File: src/rtl/itsc_pkg.sv
// shared types and constants of the imu tilt and spin classifier
package itsc_pkg;

  // stream widths
  localparam int IN_TDATA_W  = 80;
  localparam int OUT_TDATA_W = 80;

  // configuration port
  localparam int CFG_INDEX_W = 3;
  localparam int CFG_DATA_W  = 18;

  localparam logic [CFG_INDEX_W-1:0] REG_X_OFF    = 3'd0;
  localparam logic [CFG_INDEX_W-1:0] REG_Y_OFF    = 3'd1;
  localparam logic [CFG_INDEX_W-1:0] REG_Z_OFF    = 3'd2;
  localparam logic [CFG_INDEX_W-1:0] REG_TILT_THR = 3'd3;
  localparam logic [CFG_INDEX_W-1:0] REG_SPIN_THR = 3'd4;

  localparam logic signed [15:0] X_OFF_RST    = 16'sd50;
  localparam logic signed [15:0] Y_OFF_RST    = -16'sd180;
  localparam logic signed [15:0] Z_OFF_RST    = -16'sd10450;
  localparam logic [17:0]        TILT_THR_RST = 18'd1000;
  localparam logic [15:0]        SPIN_THR_RST = 16'd3000;

  // result codes
  localparam logic [2:0] TILT_NONE  = 3'd0;
  localparam logic [2:0] TILT_BACK  = 3'd1;
  localparam logic [2:0] TILT_RIGHT = 3'd2;
  localparam logic [2:0] TILT_FRONT = 3'd3;
  localparam logic [2:0] TILT_LEFT  = 3'd4;

  localparam logic [1:0] SPIN_NONE  = 2'd0;
  localparam logic [1:0] SPIN_ANTI  = 2'd1;
  localparam logic [1:0] SPIN_CLOCK = 2'd2;

  // depth of the queue between front and back
  localparam int QUEUE_DEPTH = 4;
  localparam int QUEUE_PTR_W = 2;

  // configuration register set
  typedef struct packed {
    logic signed [15:0] x_off;
    logic signed [15:0] y_off;
    logic signed [15:0] z_off;
    logic [17:0]        tilt_thr;
    logic [15:0]        spin_thr;
  } cfg_regs_t;

  // block sums handed from front to back
  typedef struct packed {
    logic signed [23:0] x;
    logic signed [23:0] y;
    logic signed [23:0] z;
    logic signed [21:0] s;
  } sums_t;

  // rounded means
  typedef struct packed {
    logic signed [18:0] x;
    logic signed [18:0] y;
    logic signed [18:0] z;
    logic signed [16:0] s;
  } means_t;

endpackage

File: src/rtl/itsc_queue.sv
// short queue of block sums between the front and back parts
module itsc_queue (
  input  logic            clk,
  input  logic            rst_n,
  input  logic            push,
  input  itsc_pkg::sums_t push_data,
  output logic            full,
  input  logic            pop,
  output itsc_pkg::sums_t pop_data,
  output logic            empty
);

  localparam int PW = itsc_pkg::QUEUE_PTR_W;

  itsc_pkg::sums_t mem_r [itsc_pkg::QUEUE_DEPTH];
  logic [PW-1:0]   wr_ptr_r, rd_ptr_r;
  logic [PW:0]     count_r;

  assign full     = (count_r == (PW+1)'(itsc_pkg::QUEUE_DEPTH));
  assign empty    = (count_r == '0);
  assign pop_data = mem_r[rd_ptr_r];

  // entry storage
  always_ff @(posedge clk) begin
    if (push && !full) begin
      mem_r[wr_ptr_r] <= push_data;
    end
  end

  // pointers and fill count
  always_ff @(posedge clk) begin
    if (!rst_n) begin
      wr_ptr_r <= '0;
      rd_ptr_r <= '0;
      count_r  <= '0;
    end else begin
      if (push && !full) begin
        wr_ptr_r <= wr_ptr_r + PW'(1);
      end
      if (pop && !empty) begin
        rd_ptr_r <= rd_ptr_r + PW'(1);
      end
      case ({push && !full, pop && !empty})
        2'b10:   count_r <= count_r + (PW+1)'(1);
        2'b01:   count_r <= count_r - (PW+1)'(1);
        default: count_r <= count_r;
      endcase
    end
  end

endmodule

File: config.mk
export PLATFORM = sky130hd
export DESIGN_NAME = itsc_queue
export DESIGN_NICKNAME = d
export VERILOG_FILES = /design/src/rtl/itsc_pkg.sv /design/src/rtl/itsc_queue.sv
export SDC_FILE = /design/constraint.sdc
export NUM_CORES = 1
export LEC_CHECK = 0
export BUFFER_PORTS_ARGS = -buffer_cell sky130_fd_sc_hd__buf_2
export CORE_AREA = 2 2 191 193
export DETAILED_ROUTE_END_ITERATION = 6
export DIE_AREA = 0 0 193 195
export GPL_ROUTABILITY_DRIVEN = 0
export PLACE_DENSITY = 0.66
export REMOVE_ABC_BUFFERS = 1
export SYNTH_ARGS = -nofsm -noshare
export SYNTH_HDL_FRONTEND = slang
export SYNTH_SLANG_ARGS = --single-unit
export TNS_END_PERCENT = 100
File: constraint.sdc
create_clock -name clk -period 3.3 [get_ports clk]
set_input_delay 0.33 -clock clk [delete_from_list [all_inputs] [get_ports clk]]
set_output_delay 0.33 -clock clk [all_outputs]
set_load 0.02 [all_outputs]
# Word-level counts from Yosys, hierarchy flattened
# Memories as Yosys holds them, arrays and structs flattened. A register that Yosys moved wholly into a read port is not among the register bits.
# Index checks and enable logic that the tools add are counted.
dict set report totals {
  mem_bits_ro 0
  mem_bits_rw 376
  mem_count 1
  wordCells 22
  out_inout_bits 96
  register_bits 7
  latchBits 0
}
# memory depth word_bits rd rd_ports_with_merged_regs wr line_no
set mem_list {}
lappend mem_list {mem_r 4 94 1 1 1 itsc_queue.sv:15} ;# itsc_pkg::sums_t mem_r [itsc_pkg::QUEUE_DEPTH];
dict set report op_classes {
  eq_ne 3
  reduce_logical 6
  n_addsub 4
  n_div 0
  multipliers 0
  n_mux 5
  n_lt_le_gt_ge 0
  bitwise 0
  shifts 0
}
# operator count
set ops {}
lappend ops {{$pmux W3 S2} 1}
lappend ops {{$add A2 B1 Y2 const B} 2}
lappend ops {{$mux W2} 2}
lappend ops {{$add A3 B1 Y3 const B} 1}
lappend ops {{$eq A3 B3 Y1 const B} 1}
lappend ops {{$logic_not A3 Y1} 1}
lappend ops {{$sub A3 B1 Y3 const B} 1}
lappend ops {{$eq A2 B1 Y1 const B} 1}
lappend ops {{$eq A2 B2 Y1 const B} 1}
lappend ops {{$logic_and A1 B1 Y1} 2}
lappend ops {{$logic_not A1 Y1} 2}
lappend ops {{$mux W1} 2}
lappend ops {{$reduce_bool A2 Y1} 1}

# Depth between registers and ports, before layout
# Gate-level depths: netlist of run 1.
dict set report logic_depth {
  depth_word 5
  depth_mapped 10
}

# Least setup slack after synthesis of run 1
# Ideal clock, no wire load.
dict set report synth_path {
  path_type {reg-to-reg}
  from {register count_r[2]}
  to {memory mem_r[2][0] (netlist name) (enable)}
  n_path_buf 1
  t_arrival_ns 3.082
  slack_ns -0.245
  stages_incl_launch_ff 5
  setup_ns 0.463
  required_time_ns 2.837
  path_cell_list {dfxtp_1 > nor3b_1 > nor2b_1 > clkbuf_1 > and2_1}
}
dict set report synth_via {
  elab_chain_len 5
}
# element line_no
set synth_rtl {}
lappend synth_rtl {{start, declared} itsc_queue.sv:17} ;# logic [PW:0] count_r;
lappend synth_rtl {{start signal, assigned} itsc_queue.sv:44} ;# 2'b10: count_r <= count_r + (PW+1)'(1);
lappend synth_rtl {{start signal, assigned} itsc_queue.sv:45} ;# 2'b01: count_r <= count_r - (PW+1)'(1);
lappend synth_rtl {{start signal, assigned} itsc_queue.sv:46} ;# default: count_r <= count_r;
lappend synth_rtl {{$eq A3 B3 Y1} itsc_queue.sv:19} ;# assign full = (count_r == (PW+1)'(itsc_pkg::QUEUE_DEPTH));
lappend synth_rtl {{via full} itsc_queue.sv:7} ;# output logic full,
lappend synth_rtl {{$logic_not A1 Y1} itsc_queue.sv:25} ;# if (push && !full) begin
lappend synth_rtl {{$logic_and A1 B1 Y1} itsc_queue.sv:25}
lappend synth_rtl {{$mux W1} itsc_queue.sv:25}
lappend synth_rtl {{$mux W1 (implied by the code)} itsc_queue.sv:26} ;# mem_r[wr_ptr_r] <= push_data;
lappend synth_rtl {{end, declared} itsc_queue.sv:15}
# The timed path passes the listed nets, and every way through them passes these cells.

==> impl_metrics.py, run 1 <==
metrics = {
    "min_path": {
        "timing.hold.worst.start": "push_data[4]",
        "min-delay-path-class": "in2reg",
    },
    "global_route": {
        "groute.usage.overall_pct": 14.7,
        "globalRoute.totalOverflow": 0,
        "grt_start_max_net_pins": 39,
        "grt_busiest_layer": "met2",
        "grt_antenna_before_repair": 1,
        "groute.layer.met3.usage_pct": 3.74,
        "grt_pass1_wl_um": 41300,
        "number_of_global_route_vias_before_repair": 7288,
        "grtUsageMet1_pct": 19.0,
        "grtUsageMet2_pct": 24.3,
    },
    "sta": {
        "hold_ws_ns": 0.0345,
        "max_slew.worst_pin.slew_ns": 0.577,
        "max-slew-margin-rel_pct": 61.5,
        "postLayoutSetupSlackWorst_ns": 0.701,
        "hold_violations": 0,
        "period_share_pct": 78.8,
        "timing.clock.skew_ns": 0.0102,
        "final_period_minus_worst_setup_slack_ns": 2.60,
        "fmax_ghz": 0.385,
        "maxSlewViolCount": 0,
        "setup_tns_ns": 0,
        "report.final.setup_viol": 0,
        "grt_setup_unrepaired": "no",
    },
    "logic_synthesis": {
        "netlist_instances": 545,
        "post_synth_num_cell_types": 25,
        "synth.yosys.warnings": 0,
        "sequential_area_share_after_synthesis_pct": 81.3,
        "syn_avg_cell_area_um2": 25.9,
        "synthesis.area_um2": 14100,
        "synth_seq_cells": 385,
    },
    "floorplanning": {
        "dieArea_um2": 37600,
        "ios": 194,
        "row_count": 69,
        "die_height_um": 195,
        "initial_core_util_pct": 39.9,
        "placeableCoreArea_um2": 35400,
        "die_width_um": 193,
    },
    "run": {
        "maxCapViolations": 0,
    },
    "power": {
        "power.static_leakage_nw": 6.01,
        "irDropWorstVdd_v": 0.000664,
        "report.power.total_mw": 13.5,
        "power.density_cell_area_nw_per_um2": 756,
    },
    "place": {
        "place_worst_setup_slack_ns": 1.05,
        "placement.io_buffers": 193,
        "total_instance_count_after_detailed_placement": 1189,
        "dp_hpwl_um": 16100,
    },
    "cells_and_area": {
        "layout_cells_excl_fill": 1356,
        "area_growth_pct": 26.7,
        "filler_cell_count": 2864,
        "final_nets": 967,
        "share_of_final_layout_standard_cells_stronger_than_drive_strength_1_pct": 40.6,
    },
    "setup_path": {
        "end_kind": "output port",
        "data_required_time_of_the_critical_path_ns": 2.97,
        "critPathBufInv": 2,
        "worst_setup_path_start_kind": "flip-flop",
        "worst_path_largest_cell_delay_ns": 0.60,
        "timing.rr.start": "count_r[2]",
        "critPathMaxFanout": 18,
        "crit_path_leading_delay_family": "flip-flops",
        "critical_path.slowest_cell": "sky130_fd_sc_hd__dfxtp_4",
        "setup.worst_path.class": "reg2out",
        "crit_path_cell_trace": "buf_4 > mux4_2 > buf_2",
        "cp.arrival_ns": 2.27,
    },
    "drt": {
        "number_of_search_and_repair_iterations_in_the_first_detailed_routing_pass": 4,
        "drt_iter0_drc": 368,
        "routed_wirelength_um": 27300,
        "post-route-drc-count": 0,
        "per_cell_routed_wire_length_um": 20.1,
        "dr_total_vias": 6671,
        "drt.antenna.violating_nets": 0,
        "post_drt_via_cell_ratio": 4.92,
    },
    "clock_tree": {
        "cts.reportedPaths.clkPinSlew_ns": 0.06,
        "library_cell_used_as_clock_root_buffer": "sky130_fd_sc_hd__clkbuf_16",
        "clock_tree.buffer_depth": 3,
        "numCtsBuffers": 41,
        "insertion_delay_ns": 0.54,
        "total_clock_sinks": 385,
        "cts_tree": "built",
        "h_tree_level_count": 2,
        "post_cts.resized_instances": 0,
        "postCtsSetupRepairBufs": 0,
    },
    "outcome": {
        "status": "completed",
    },
}
-- cells in the final DEF, fill, tap and decap left out, types with 3 or more instances in the layout --
| cell type | instances |
|---|---|
| sky130_fd_sc_hd__and2_4 | 4 |
| sky130_fd_sc_hd__buf_12 | 12 |
| sky130_fd_sc_hd__buf_2 | 193 |
| sky130_fd_sc_hd__bufinv_16 | 3 |
| sky130_fd_sc_hd__clkbuf_16 | 41 |
| sky130_fd_sc_hd__clkinv_1 | 15 |
| sky130_fd_sc_hd__clkinv_2 | 5 |
| sky130_fd_sc_hd__clkinvlp_4 | 4 |
| sky130_fd_sc_hd__dfxtp_1 | 7 |
| sky130_fd_sc_hd__dlygate4sd3_1 | 92 |
| sky130_fd_sc_hd__edfxtp_1 | 376 |
| sky130_fd_sc_hd__ha_1 | 5 |
| sky130_fd_sc_hd__inv_1 | 6 |
| sky130_fd_sc_hd__mux4_2 | 94 |
| sky130_fd_sc_hd__nand2_1 | 7 |
| sky130_fd_sc_hd__o21ai_0 | 5 |
-- path summary, 6_finish.rpt --
check	slack (ns)	endpoint	depth (start not counted)
worst max register to register	1.09	mem_r[1][84]	4
worst min register to register	0.51	wr_ptr_r[0]	2
worst max-delay path	0.70	pop_data[70]	3
worst min-delay path	0.03	mem_r[3][4]	1
-- layer usage --
| metal | vias to the layer above | share of wire (%) |
|---|---|---|
| met5 | - | 0 |
| met4 | 0 | 2.2 |
| met3 | 43 | 6.2 |
| met2 | 169 | 49 |
| met1 | 3480 | 43 |
| li1 | 2979 | - |
-- worst reg2reg max path, cell delays in order (launching register included) --
cell and delay [ns]:
sky130_fd_sc_hd__dfxtp_1 0.32, sky130_fd_sc_hd__nor3b_1 0.15, sky130_fd_sc_hd__nor2b_1 0.47, sky130_fd_sc_hd__and2_4 0.61, sky130_fd_sc_hd__buf_12 0.30
-- kinds of logic (layout without fill, tap and decap cells) --
logic type / Yosys count / in the layout / share of synthesized area [%]
mux: 96 / 96 / 15.1
other cells: 0 / 1 / 0
compound gates: 7 / 7 / 0.284
flops: 385 / 385 / 81.3
fa+ha+maj: 6 / 6 / 0.585
simple gates: 20 / 20 / 0.807
buf+inv: 29 / 378 / 1.77
xor+xnor: 2 / 2 / 0.124
-- sequential cells by signal, indices dropped and copies added, names as in the netlist, named ones only --
register / flops
wr_ptr_r: 2
mem_r: 376
count_r: 3
rd_ptr_r: 2
-- layout make-up --
class	instances	area (µm²)	share of cell area (%)
Sequential cell	385	11500	64.2
Inverter	6	22.5	0.126
Clock inverter	31	236	1.32
Multi-Input combinational cell	131	2400	13.4
Clock buffer	43	1030	5.78
Antenna cell	1	2.50	0.0140
Timing Repair Buffer	298	2130	11.9
Tap cell	461	577	3.22
-- power breakdown --
| group | internal, mW | switching (mW) | leakage, nW |
|---|---|---|---|
| Clock | 2.51 | 1.81 | 0.611 |
| Combinational | 1.37 | 1.76 | 1.87 |
| Sequential | 5.89 | 0.186 | 3.53 |
| Total | 9.77 | 3.75 | 6.01 |
-- synthesized netlist by cell type --
cell / instances / area [µm²]
sky130_fd_sc_hd__mux2i_1: 2 / 20.0
sky130_fd_sc_hd__mux4_2: 94 / 2120
sky130_fd_sc_hd__xnor2_1: 1 / 8.76
sky130_fd_sc_hd__nor3_1: 1 / 5.00
sky130_fd_sc_hd__nor3b_1: 1 / 7.51
sky130_fd_sc_hd__buf_6: 1 / 11.3
sky130_fd_sc_hd__buf_1: 3 / 11.3
sky130_fd_sc_hd__or3_1: 2 / 12.5
sky130_fd_sc_hd__a21boi_0: 2 / 15.0
sky130_fd_sc_hd__and2_1: 6 / 37.5
sky130_fd_sc_hd__buf_12: 7 / 140
sky130_fd_sc_hd__nand2_1: 7 / 26.3
sky130_fd_sc_hd__or4bb_1: 1 / 11.3
sky130_fd_sc_hd__clkbuf_1: 2 / 7.51
sky130_fd_sc_hd__and2b_1: 1 / 7.51
sky130_fd_sc_hd__buf_2: 7 / 35.0
sky130_fd_sc_hd__ha_1: 5 / 62.6
sky130_fd_sc_hd__dfxtp_1: 9 / 180
sky130_fd_sc_hd__inv_1: 6 / 22.5
sky130_fd_sc_hd__buf_4: 3 / 22.5
sky130_fd_sc_hd__nor2b_1: 1 / 6.26
sky130_fd_sc_hd__o21ai_0: 5 / 25.0
sky130_fd_sc_hd__fa_1: 1 / 20.0
sky130_fd_sc_hd__xor2_1: 1 / 8.76
sky130_fd_sc_hd__edfxtp_1: 376 / 11300
-- metrics by stage --
step,util (%),instance area (µm²)
after detailed placement,44.3,15700
final,50.5,17900
after CTS,50.5,17900
after global routing,50.5,17900
after floorplan,-,13900
after global placement,44.3,15700
-- repair_timing --
item	in CTS	in global routing
endpoints found under the hold margin	368	0
setup endpoints to repair	0	0
hold buffers	92	0
Power figures use the tool's default switching activity.
==> run 2: changes to the inputs <==
--- a/config.mk
+++ b/config.mk
@@ -5,12 +5,13 @@
 export SDC_FILE = /design/constraint.sdc
 export NUM_CORES = 1
 export LEC_CHECK = 0
+export ABC_AREA = 1
 export BUFFER_PORTS_ARGS = -buffer_cell sky130_fd_sc_hd__buf_2
-export CORE_AREA = 2 2 191 193
+export CORE_AREA = 2 2 193 195
 export DETAILED_ROUTE_END_ITERATION = 6
-export DIE_AREA = 0 0 193 195
+export DIE_AREA = 0 0 195 197
 export GPL_ROUTABILITY_DRIVEN = 0
-export PLACE_DENSITY = 0.66
+export PLACE_DENSITY = 0.63
 export REMOVE_ABC_BUFFERS = 1
 export SYNTH_ARGS = -nofsm -noshare
 export SYNTH_HDL_FRONTEND = slang
==> constraint.sdc (replaced) <==
create_clock -name clk -period 2.7 [get_ports clk]
set_input_delay 0.27 -clock clk [delete_from_list [all_inputs] [get_ports clk]]
set_output_delay 0.27 -clock clk [all_outputs]
set_load 0.02 [all_outputs]
==> run 2 against run 1 <==
Power increased by 25%. Sequential cell count unchanged. Die area increased by 2.1%. Critical path type unchanged. Largest cell class unchanged. Largest power group unchanged. Highest routed layer is now met5.
==> impl_metrics.py, run 2 <==
metrics = {
    "outcome": {
        "status": "completed",
    },
    "drt": {
        "routed_wirelength_um": 31900,
        "drt.antenna.violating_nets": 0,
        "drt_iter0_drc": 651,
        "number_of_search_and_repair_iterations_in_the_first_detailed_routing_pass": 5,
        "per_cell_routed_wire_length_um": 18.1,
        "post-route-drc-count": 0,
        "post_drt_via_cell_ratio": 5.04,
        "dr_total_vias": 8911,
    },
    "cells_and_area": {
        "largestRegisters": "mem_r (376), count_r (3)",
        "share_of_final_layout_standard_cells_stronger_than_drive_strength_1_pct": 21.6,
        "layout.cells.most_common_list": "sky130_fd_sc_hd__edfxtp_1 (376), sky130_fd_sc_hd__nor2_1 (194), sky130_fd_sc_hd__buf_2 (193)",
        "final_nets": 1371,
        "regMostFlops": "mem_r",
        "area_growth_pct": 26.3,
        "layout_commonest_cell": "sky130_fd_sc_hd__edfxtp_1",
        "layout.core_utilization_pct": 50.1,
        "layout_cells_excl_fill": 1768,
        "largest_reg_flops": 376,
        "finish.instance_area_um2": 18200,
    },
    "floorplanning": {
        "ios": 194,
        "die_height_um": 197,
        "dieArea_um2": 38400,
        "die_width_um": 195,
        "placeableCoreArea_um2": 36300,
        "row_count": 70,
        "initial_core_util_pct": 39.7,
    },
    "logic_synthesis": {
        "synthesis.area_um2": 14400,
        "netlist_instances": 979,
        "synth_edf_count": 376,
        "synth.yosys.warnings": 0,
        "sequential_area_share_after_synthesis_pct": 79.7,
        "post_synth_num_cell_types": 19,
        "synth_area_leaders": "sky130_fd_sc_hd__edfxtp_1 (78%), sky130_fd_sc_hd__o21ai_0 (5.3%), sky130_fd_sc_hd__nor2_1 (5.2%)",
        "post-synth-top-area-cell": "sky130_fd_sc_hd__edfxtp_1",
        "synth_flop_cell": "sky130_fd_sc_hd__edfxtp_1",
        "synth_top_area_share_pct": 78.5,
        "synth_seq_cells": 385,
        "syn_avg_cell_area_um2": 14.7,
        "synth.cells.most_frequent": "sky130_fd_sc_hd__edfxtp_1 (376), sky130_fd_sc_hd__nor2_1 (198), sky130_fd_sc_hd__o21ai_0 (153), sky130_fd_sc_hd__o22ai_1 (94), sky130_fd_sc_hd__clkbuf_1 (39)",
        "yosys.cell_count.top_type": "sky130_fd_sc_hd__edfxtp_1",
        "asyncSetResetFlopFracSynth_pct": 0,
    },
    "sta": {
        "final_period_minus_worst_setup_slack_ns": 2.47,
        "grt_setup_unrepaired": "no",
        "max-slew-margin-rel_pct": 59.1,
        "timing.clock.skew_ns": 0.0170,
        "fmax_ghz": 0.404,
        "period_share_pct": 91.6,
        "postLayoutSetupSlackWorst_ns": 0.227,
        "setup_tns_ns": 0,
        "report.final.setup_viol": 0,
        "hold_violations": 0,
        "hold_ws_ns": 0.0386,
        "max_slew.worst_pin.slew_ns": 0.613,
        "maxSlewViolCount": 0,
    },
    "clock_tree": {
        "total_clock_sinks": 385,
        "numCtsBuffers": 40,
        "postCtsSetupRepairBufs": 0,
        "insertion_delay_ns": 0.53,
        "h_tree_level_count": 2,
        "cts_tree": "built",
        "library_cell_used_as_clock_root_buffer": "sky130_fd_sc_hd__clkbuf_16",
        "cts.reportedPaths.clkPinSlew_ns": 0.06,
        "clock_tree.buffer_depth": 3,
    },
    "setup_path": {
        "end_kind": "output port",
        "critPathMaxFanout": 60,
        "data_required_time_of_the_critical_path_ns": 2.43,
        "worst_path_largest_cell_delay_ns": 0.62,
        "critPathBufInv": 2,
        "setup.worst_path.class": "reg2out",
        "cp.arrival_ns": 2.20,
        "critical_path.slowest_cell": "sky130_fd_sc_hd__dfxtp_4",
        "timing.rr.start": "count_r[1]",
        "crit_path_cell_trace": "buf_12 > o21ai_0 > o22ai_1 > buf_2",
        "worst_setup_path_start_kind": "flip-flop",
        "crit_path_leading_delay_family": "flip-flops",
    },
    "global_route": {
        "grt_antenna_before_repair": 4,
        "grt_start_max_net_pins": 109,
        "globalRoute.totalOverflow": 0,
        "groute.usage.overall_pct": 16.4,
        "grt_pass1_wl_um": 48900,
        "number_of_global_route_vias_before_repair": 8689,
    },
    "run": {
        "maxCapViolations": 0,
    },
    "place": {
        "dp_hpwl_um": 17400,
        "total_instance_count_after_detailed_placement": 1598,
        "place_worst_setup_slack_ns": 0.549,
        "postPlaceCellArea_um2": 15900,
        "placement.io_buffers": 193,
    },
    "power": {
        "report.power.total_mw": 16.8,
        "irDropWorstVdd_v": 0.000578,
        "power.static_leakage_nw": 6.41,
        "power.density_cell_area_nw_per_um2": 927,
    },
    "min_path": {
        "timing.hold.worst.start": "push",
        "min-delay-path-class": "in2reg",
    },
}
run 2: cell count changes in the layout (fill, tap and decap cells not counted), moves of 8 or more:
cell and delta:
sky130_fd_sc_hd__mux4_2 -94, sky130_fd_sc_hd__o22ai_1 +94, sky130_fd_sc_hd__o21ai_0 +148, sky130_fd_sc_hd__nor2_1 +194, sky130_fd_sc_hd__inv_1 +12, sky130_fd_sc_hd__clkinv_1 -8
sky130_fd_sc_hd__o21ai_1 +37, sky130_fd_sc_hd__nand2_1 +8
run 2: what timing repair did:
action                                  in CTS  in global routing
hold buffers                                95                  0
gates resized for setup                      0                  1
endpoints found under the setup margin       0                  4
hold endpoints to repair                   377                  0
run 2: report_power, final:
group / switching [mW] / internal, mW / leakage, nW / total, mW
Combinational: 2.90 / 1.29 / 2.24 / 4.18
Clock: 2.18 / 3.24 / 0.644 / 5.42
Sequential: 0.143 / 7.10 / 3.52 / 7.24
Total: 5.22 / 11.6 / 6.41 / 16.8
run 2: worst reg2reg max path: cells and delay by family, from the launching register on:
kind                       cells  cell delay (ns)
adders and majority gates      2             0.64
DFF                            1             0.32
and+or+nand+nor                8             0.94
buffers and inverters          2             0.13
run 2: kinds of logic (layout without fill, tap and decap cells):
| kind of cell | count (synthesis) | count (layout) | share of synthesized area (%) |
|---|---|---|---|
| flip-flops | 385 | 385 | 79.7 |
| other | 0 | 3 | 0 |
| AO/OA/AOI/OAI | 289 | 289 | 10.9 |
| adder cells (fa/ha/maj) | 6 | 6 | 0.574 |
| buffers and inverters | 81 | 399 | 3.08 |
| AND/OR/NAND/NOR | 218 | 218 | 5.73 |
run 2: final timing paths:
path              cells after the start     endpoint  slack, ns
setup / recovery                      4  pop_data[7]       0.23
hold / removal                        3  wr_ptr_r[0]       0.04
setup reg to reg                     12   count_r[2]       0.56
hold reg to reg                       2    flip-flop       0.49
run 2: area by class of cell:
class	count	area (µm²)
antenna	3	7.51
clock buffer	49	1090
clock inverter	23	220
fill	3092	18100
inverter	20	81.3
multi-input combinational	513	2500
sequential	385	11500
tap	468	586
timing repair buffer	307	2210
run 2: routing by layer:
metal	share of wire, %	global-route usage (%)
met2	47	26.8
met5	0.041	0
met3	6.6	3.41
met4	2.1	4.92
met1	44	22.3
